==> config.mk <==
export PLATFORM = sky130hd
export DESIGN_NAME = pbs_calc
export DESIGN_NICKNAME = d
export VERILOG_FILES = /design/src/sv/pbs_pkg.sv /design/src/sv/pbs_calc.sv
export SDC_FILE = /design/constraint.sdc
export NUM_CORES = 2
export LEC_CHECK = 0
export BUFFER_PORTS_ARGS = -buffer_cell sky130_fd_sc_hd__buf_2
export CAP_MARGIN = 40
export CORE_ASPECT_RATIO = 1.2
export CORE_UTILIZATION = 45
export DETAILED_ROUTE_END_ITERATION = 7
export PLACE_DENSITY_LB_ADDON = 0.05
export SYNTH_ARGS = -nofsm -noshare
export SYNTH_HDL_FRONTEND = slang
export SYNTH_SLANG_ARGS = --single-unit
==> constraint.sdc <==
create_clock -name i_clk -period 10.9 [get_ports i_clk]
set_input_delay 0.545 -clock i_clk [delete_from_list [all_inputs] [get_ports i_clk]]
set_output_delay 0.545 -clock i_clk [all_outputs]
set_load 0.02 [all_outputs]
==> src/sv/pbs_pkg.sv <==
// Shared types, constants and arithmetic helpers for the pixel background subtractor.
package pbs_pkg;

    localparam int NUM_PIXELS_DEF = 131072;
    localparam int IDX_W          = 17;
    localparam int CH_W           = 8;
    localparam int BG_W           = 3 * CH_W;
    localparam int CNT_W          = 8;
    localparam int ALPHA_W        = 9;
    localparam int CFG_IDX_W      = 3;
    localparam int CFG_DATA_W     = 9;

    localparam logic [CFG_IDX_W-1:0] CFG_DIFF_THRESHOLD   = 3'd0;
    localparam logic [CFG_IDX_W-1:0] CFG_COLOR_MODE       = 3'd1;
    localparam logic [CFG_IDX_W-1:0] CFG_BLEND_ALPHA      = 3'd2;
    localparam logic [CFG_IDX_W-1:0] CFG_UPDATE_ENABLE    = 3'd3;
    localparam logic [CFG_IDX_W-1:0] CFG_SELECTIVE_UPDATE = 3'd4;
    localparam logic [CFG_IDX_W-1:0] CFG_GHOST_ENABLE     = 3'd5;
    localparam logic [CFG_IDX_W-1:0] CFG_GHOST_TAU        = 3'd6;

    localparam logic [CH_W-1:0]    RST_DIFF_THRESHOLD = 8'd30;
    localparam logic               RST_COLOR_MODE     = 1'b1;
    localparam logic [ALPHA_W-1:0] RST_BLEND_ALPHA    = 9'd13;
    localparam logic [CH_W-1:0]    RST_GHOST_TAU      = 8'd100;

    localparam logic [ALPHA_W-1:0] ALPHA_ONE = 9'd256;
    localparam logic [CNT_W-1:0]   CNT_MAX   = 8'd255;

    localparam logic [21:0] GRAY_R_COEF = 22'd4899;
    localparam logic [21:0] GRAY_G_COEF = 22'd9617;
    localparam logic [21:0] GRAY_B_COEF = 22'd1868;
    localparam logic [21:0] GRAY_ROUND  = 22'd8192;
    localparam logic [17:0] BLEND_ROUND = 18'd128;

    typedef struct packed {
        logic [IDX_W-1:0] pixel_index;
        logic [CH_W-1:0]  red;
        logic [CH_W-1:0]  green;
        logic [CH_W-1:0]  blue;
        logic             init_frame;
    } t_pixel_req;

    typedef struct packed {
        logic foreground;
        logic absorbed;
    } t_result_req;

    typedef struct packed {
        logic [CH_W-1:0]    diff_threshold;
        logic               color_mode;
        logic [ALPHA_W-1:0] blend_alpha;
        logic               update_enable;
        logic               selective_update;
        logic               ghost_enable;
        logic [CH_W-1:0]    ghost_tau;
    } t_cfg;

    typedef struct packed {
        logic ld1;
        logic ld2;
        logic ld3;
    } t_stage_ld;

    typedef struct packed {
        logic             bg_we;
        logic             cnt_we;
        logic [BG_W-1:0]  bg;
        logic [CNT_W-1:0] cnt;
    } t_store_wr;

    function automatic logic [CH_W-1:0] to_gray(input logic [CH_W-1:0] r,
                                                input logic [CH_W-1:0] g,
                                                input logic [CH_W-1:0] b);
        logic [21:0] sum;
        sum = GRAY_R_COEF * 22'(r) + GRAY_G_COEF * 22'(g) + GRAY_B_COEF * 22'(b)
            + GRAY_ROUND;
        return sum[21:14];
    endfunction

    function automatic logic [CH_W-1:0] abs_diff(input logic [CH_W-1:0] x,
                                                 input logic [CH_W-1:0] y);
        return (x > y) ? (x - y) : (y - x);
    endfunction

    function automatic logic [CH_W-1:0] blend(input logic [CH_W-1:0]    pix,
                                              input logic [CH_W-1:0]    bg,
                                              input logic [ALPHA_W-1:0] a);
        logic [ALPHA_W-1:0] inv;
        logic [17:0]        sum;
        inv = ALPHA_ONE - a;
        sum = 18'(a) * 18'(pix) + 18'(inv) * 18'(bg) + BLEND_ROUND;
        return sum[15:8];
    endfunction

endpackage

==> src/sv/pbs_calc.sv <==
// Classification, blend and ghost datapath across three pipeline stages.
module pbs_calc (
    input  logic                      i_clk,
    input  pbs_pkg::t_stage_ld        i_ld,
    input  pbs_pkg::t_cfg             i_cfg,
    input  pbs_pkg::t_pixel_req       i_in_req,
    input  logic [pbs_pkg::BG_W-1:0]  i_bg_rdata,
    input  logic [pbs_pkg::CNT_W-1:0] i_cnt_rdata,
    output pbs_pkg::t_store_wr        o_wr,
    output pbs_pkg::t_result_req      o_result
);

    pbs_pkg::t_pixel_req r_s1_req;

    logic [pbs_pkg::BG_W-1:0]  r_s2_pix,  n_s2_pix;
    logic [pbs_pkg::BG_W-1:0]  r_s2_bg,   n_s2_bg;
    logic [pbs_pkg::CNT_W-1:0] r_s2_cnt;
    logic                      r_s2_init;

    logic [pbs_pkg::BG_W-1:0]  r_s3_pix;
    logic [pbs_pkg::BG_W-1:0]  r_s3_bg,   n_s3_bg;
    logic [pbs_pkg::CNT_W-1:0] r_s3_cnt,  n_s3_cnt;
    logic                      r_s3_fg,   n_s3_fg;
    logic                      r_s3_init;

    logic [pbs_pkg::CH_W-1:0]    w_pix_gray;
    logic [pbs_pkg::CH_W-1:0]    w_bg_gray;
    logic [pbs_pkg::BG_W-1:0]    w_blended;
    logic [pbs_pkg::ALPHA_W-1:0] w_alpha;
    logic                        w_fg_r, w_fg_g, w_fg_b;
    logic                        w_absorb;

    // stage 1: pixel and stored background, passed through in colour mode or converted to gray
    always_comb begin
        w_pix_gray = pbs_pkg::to_gray(r_s1_req.red, r_s1_req.green, r_s1_req.blue);
        w_bg_gray  = pbs_pkg::to_gray(i_bg_rdata[23:16], i_bg_rdata[15:8],
                                      i_bg_rdata[7:0]);
        if (i_cfg.color_mode) begin
            n_s2_pix = {r_s1_req.red, r_s1_req.green, r_s1_req.blue};
            n_s2_bg  = i_bg_rdata;
        end else begin
            n_s2_pix = {w_pix_gray, w_pix_gray, w_pix_gray};
            n_s2_bg  = {w_bg_gray, w_bg_gray, w_bg_gray};
        end
    end

    // stage 2: threshold, blend and counter
    always_comb begin
        w_fg_r  = pbs_pkg::abs_diff(r_s2_pix[23:16], r_s2_bg[23:16]) > i_cfg.diff_threshold;
        w_fg_g  = pbs_pkg::abs_diff(r_s2_pix[15:8], r_s2_bg[15:8]) > i_cfg.diff_threshold;
        w_fg_b  = pbs_pkg::abs_diff(r_s2_pix[7:0], r_s2_bg[7:0]) > i_cfg.diff_threshold;
        n_s3_fg = i_cfg.color_mode ? (w_fg_r || w_fg_g || w_fg_b) : w_fg_r;
        w_alpha = (i_cfg.blend_alpha > pbs_pkg::ALPHA_ONE) ? pbs_pkg::ALPHA_ONE
                                                           : i_cfg.blend_alpha;
        w_blended = {pbs_pkg::blend(r_s2_pix[23:16], r_s2_bg[23:16], w_alpha),
                     pbs_pkg::blend(r_s2_pix[15:8], r_s2_bg[15:8], w_alpha),
                     pbs_pkg::blend(r_s2_pix[7:0], r_s2_bg[7:0], w_alpha)};
        if (i_cfg.update_enable && (!i_cfg.selective_update || !n_s3_fg)) begin
            n_s3_bg = w_blended;
        end else begin
            n_s3_bg = r_s2_bg;
        end
        if (!n_s3_fg) begin
            n_s3_cnt = '0;
        end else if (r_s2_cnt == pbs_pkg::CNT_MAX) begin
            n_s3_cnt = pbs_pkg::CNT_MAX;
        end else begin
            n_s3_cnt = r_s2_cnt + 8'd1;
        end
    end

    always_ff @(posedge i_clk) begin
        if (i_ld.ld1) begin
            r_s1_req <= i_in_req;
        end
        if (i_ld.ld2) begin
            r_s2_pix  <= n_s2_pix;
            r_s2_bg   <= n_s2_bg;
            r_s2_cnt  <= i_cnt_rdata;
            r_s2_init <= r_s1_req.init_frame;
        end
        if (i_ld.ld3) begin
            r_s3_pix  <= r_s2_pix;
            r_s3_bg   <= n_s3_bg;
            r_s3_cnt  <= n_s3_cnt;
            r_s3_fg   <= n_s3_fg;
            r_s3_init <= r_s2_init;
        end
    end

    // stage 3: ghost absorption and write-back
    always_comb begin
        w_absorb    = !r_s3_init && i_cfg.ghost_enable && (r_s3_cnt > i_cfg.ghost_tau);
        o_wr.bg_we  = 1'b1;
        o_wr.cnt_we = r_s3_init || i_cfg.ghost_enable;
        o_wr.bg     = (r_s3_init || w_absorb) ? r_s3_pix : r_s3_bg;
        o_wr.cnt    = r_s3_init ? '0 : r_s3_cnt;
        o_result.foreground = !r_s3_init && r_s3_fg;
        o_result.absorbed   = w_absorb;
    end

endmodule
==> impl_metrics.py <==
metrics = {
    "global_routing": {
        "grt_first_pass_wirelength_microns": 131700,
        "grt_max_degree": 59,
        "global_route_usage_over_all_layers_pct": 23.90,
        "grt_pass1_vias": 24220,
        "antenna_found_initial": 2,
        "gr-total-overflow": 0,
    },
    "floorplan": {
        "die_h_microns": 293.3,
        "die_w_microns": 244.7,
        "num_rows": 106,
        "die_area_sq_um": 71770,
        "io_pins": 143,
        "initial_utilization_pct": 45.60,
        "core_area_sq_um": 69760,
    },
    "clocking": {
        "clock_pin_slew_reported_for_the_worst_setup_and_hold_paths_after_clock_tree_synthesis_ns": 0.07,
        "maximum_level_of_the_cts_h_tree": 4,
        "postCtsSetupBuffers": 0,
        "clk_root_buffer_cell": "sky130_fd_sc_hd__clkbuf_16",
        "cts-buffers-inserted": 17,
        "cts-resized-gates": 0,
        "cts_tree": "built",
        "clock_insertion_delay_worst_skew_ns": 0.44,
        "clock-sinks": 140,
        "cts_hold_buf": 0,
        "cts.path.max_buffers": 2,
    },
    "worst_setup_path": {
        "timing.critical_path.fanout_max": 35,
        "crit_required_ns": 11.04,
        "critPathArrivalTime_ns": 8.38,
        "setup.worst_path.end_class": "flop",
        "critical_path.startpoint_type": "input port",
        "crit_type": "in -> reg",
        "standard_cell_with_the_maximum_stage_delay_on_the_critical_path": "sky130_fd_sc_hd__xor2_1",
        "timing.critical_path.slowest_cell_delay_ns": 0.59,
    },
    "routing": {
        "dr_total_vias": 22030,
        "highest_layer": "met4",
        "route.detailed.drc": 0,
        "routed_wire_length_per_instance_microns": 19.04,
        "dr.first_iter.drc_count": 910,
        "detail_route.vias_per_cell": 5.108,
        "first_pass_iters": 7,
        "dr_wl_met2_microns": 43540,
        "postRouteWirelength_microns": 82120,
        "postRouteAntennaNets": 0,
        "met3_wirelength_microns": 1702,
        "detail_route.wirelength.met1_microns": 35270,
    },
    "sta": {
        "grt_setup_unrepaired": "false",
        "max_freq_mhz": 121.4,
        "finalSetupViolations": 0,
        "tightestPinTransition_ns": 0.8762,
        "clock-skew-final_ns": 0.01612,
        "relSlewSlack_pct": 41.33,
        "hold_violation_count_in_the_final_report": 0,
        "finalSetupTns_ns": 0,
        "period_minus_ws_final_ns": 8.238,
        "slew_viol_final": 0,
        "timing.final.crit_share_pct": 75.58,
    },
    "final_layout": {
        "layout.cells.most_common": "sky130_fd_sc_hd__inv_1",
        "fin_util_pct": 48.81,
        "area_taken_by_multi_input_logic_gates_sq_um": 24000,
        "register_area_sq_um": 4204,
        "diodes": 0,
        "most-common-layout-cells": "sky130_fd_sc_hd__inv_1 (862), sky130_fd_sc_hd__ha_1 (552), sky130_fd_sc_hd__fa_1 (498), sky130_fd_sc_hd__nand2_1 (259), sky130_fd_sc_hd__and2_1 (193)",
        "syn2layout_area_growth_pct": 7.037,
        "layout.nets": 4539,
        "layout.filler_cells": 6791,
        "final_layout_size_suffix_gt1_share_pct": 7.776,
    },
    "synth": {
        "synth_top_area_cell": "sky130_fd_sc_hd__fa_1",
        "yosysSeqAreaShare_pct": 13.22,
        "synthesis.nets": 4461,
        "leading_post_synthesis_cells_by_cell_area": "sky130_fd_sc_hd__fa_1 (31%), sky130_fd_sc_hd__ha_1 (22%), sky130_fd_sc_hd__edfxtp_1 (13%)",
        "synthesis.area_sq_um": 31810,
        "synth_async_sr_flop_share_pct": 0,
        "dominantRegCellSynth": "sky130_fd_sc_hd__edfxtp_1",
        "postSynthAreaPerCell_sq_um": 9.628,
        "synth.yosys.warnings": 0,
        "post-synth-top-area-fraction_pct": 31.34,
        "postSynthCellCount": 3304,
        "synth_edf_count": 140,
        "synth-seq-cells": 140,
        "yosys.cell_types.count": 79,
    },
    "place": {
        "detailedPlacementHpwl_microns": 68710,
        "portBuffers": 124,
        "globalplace.congestion": 0.8707,
    },
    "run": {
        "drv.max_cap_violation_count": 0,
    },
    "hold_path": {
        "hold_path.class": "in -> reg",
    },
    "run_status": {
        "status": "complete, no violations",
    },
}
[layer usage]
metal	GRT usage (%)	vias to the layer above
li1	-	10390
met2	44.72	298
met4	5.488	0
met5	0	-
met3	1.471	66
met1	29.84	11280
[synth_stat cells (5+ instances only)]
| master | n |
|---|---|
| sky130_fd_sc_hd__a211oi_1 | 6 |
| sky130_fd_sc_hd__a21o_1 | 37 |
| sky130_fd_sc_hd__a21oi_1 | 88 |
| sky130_fd_sc_hd__a31oi_1 | 6 |
| sky130_fd_sc_hd__and2_1 | 193 |
| sky130_fd_sc_hd__and3_1 | 6 |
| sky130_fd_sc_hd__buf_1 | 5 |
| sky130_fd_sc_hd__buf_2 | 6 |
| sky130_fd_sc_hd__clkbuf_1 | 70 |
| sky130_fd_sc_hd__edfxtp_1 | 140 |
| sky130_fd_sc_hd__fa_1 | 498 |
| sky130_fd_sc_hd__ha_1 | 552 |
| sky130_fd_sc_hd__inv_1 | 862 |
| sky130_fd_sc_hd__mux2_2 | 18 |
| sky130_fd_sc_hd__mux2_4 | 20 |
| sky130_fd_sc_hd__mux2i_1 | 20 |
| sky130_fd_sc_hd__nand2_1 | 259 |
| sky130_fd_sc_hd__nand2b_1 | 7 |
| sky130_fd_sc_hd__nand3_1 | 19 |
| sky130_fd_sc_hd__nand4_1 | 21 |
| sky130_fd_sc_hd__nor2_1 | 110 |
| sky130_fd_sc_hd__nor2b_1 | 33 |
| sky130_fd_sc_hd__nor3_1 | 23 |
| sky130_fd_sc_hd__o211ai_1 | 10 |
| sky130_fd_sc_hd__o21a_1 | 15 |
| sky130_fd_sc_hd__o21ai_0 | 52 |
| sky130_fd_sc_hd__o21ai_1 | 9 |
| sky130_fd_sc_hd__o21bai_1 | 10 |
| sky130_fd_sc_hd__o31ai_1 | 5 |
| sky130_fd_sc_hd__or2_2 | 9 |
| sky130_fd_sc_hd__or3_1 | 9 |
| sky130_fd_sc_hd__xnor2_1 | 75 |
| sky130_fd_sc_hd__xor2_1 | 36 |
[state kept, by name, summed over array words and instances, names as in the netlist]
name	count
r_s2_cnt	8
r_s3_fg	1
r_s1_req	25
r_s3_bg	24
r_s3_pix	24
r_s3_cnt	8
r_s2_bg	24
r_s3_init	1
r_s2_pix	24
r_s2_init	1
[critical path, delay by kind of cell]
family / cells / cell delay, ns
buf+inv: 8 / 1.24
mux: 1 / 0.20
xor+xnor: 2 / 0.80
compound gates: 5 / 1.41
fa+ha+maj: 8 / 3.31
simple gates: 4 / 0.83
[final cells by class]
cell class	count	area share, %
clock inverter	14	0.5255
timing repair buffer	150	2.499
inverter	863	9.513
sequential	140	12.35
multi-input combinational	2210	70.48
tap	918	3.373
clock buffer	18	1.260
[stage by stage]
| step | setup WS, ns | hold slack [ns] | cells | instance area, sq um |
|---|---|---|---|---|
| finish | 2.662 | 0.2724 | 4313 | 34050 |
| global route | 2.248 | 0.2575 | 4313 | 34050 |
| CTS | 2.610 | 0.2556 | 4313 | 34050 |
| detailed placement | 2.174 | 0.4083 | 4281 | 33440 |
| global placement | 2.225 | 0.4043 | 4277 | 33380 |
| floorplan | 3.472 | 0.4003 | 3304 | 31810 |
[logic make-up (layout without fill, tap and decap cells)]
family | Yosys count | in the layout | synth area share, %
compound gates | 283 | 283 | 5.982
buf+inv | 954 | 1045 | 11.49
flops | 140 | 140 | 13.22
simple gates | 707 | 707 | 10.99
other cells | 1 | 1 | 0.01179
fa+ha+maj | 1050 | 1050 | 53.05
mux | 58 | 58 | 2.210
xor+xnor | 111 | 111 | 3.056
[final timing paths]
kind	slack (ns)	end	start	depth (start not counted)
hold / removal	0.27	r_s1_req[1]$_DFFE_PP_	i_in_req[1]	1
hold reg to reg	0.42	r_s3_init$_DFFE_PP_	r_s2_init$_DFFE_PP_	0
setup / recovery	2.66	r_s3_bg[15]$_DFFE_PP_	i_cfg[11]	28
setup reg to reg	2.85	r_s2_pix[7]$_DFFE_PP_	r_s1_req[7]$_DFFE_PP_	28
Power is not shown: default switching activity piles up to over one toggle a cycle in this logic, so the estimate is an artifact.
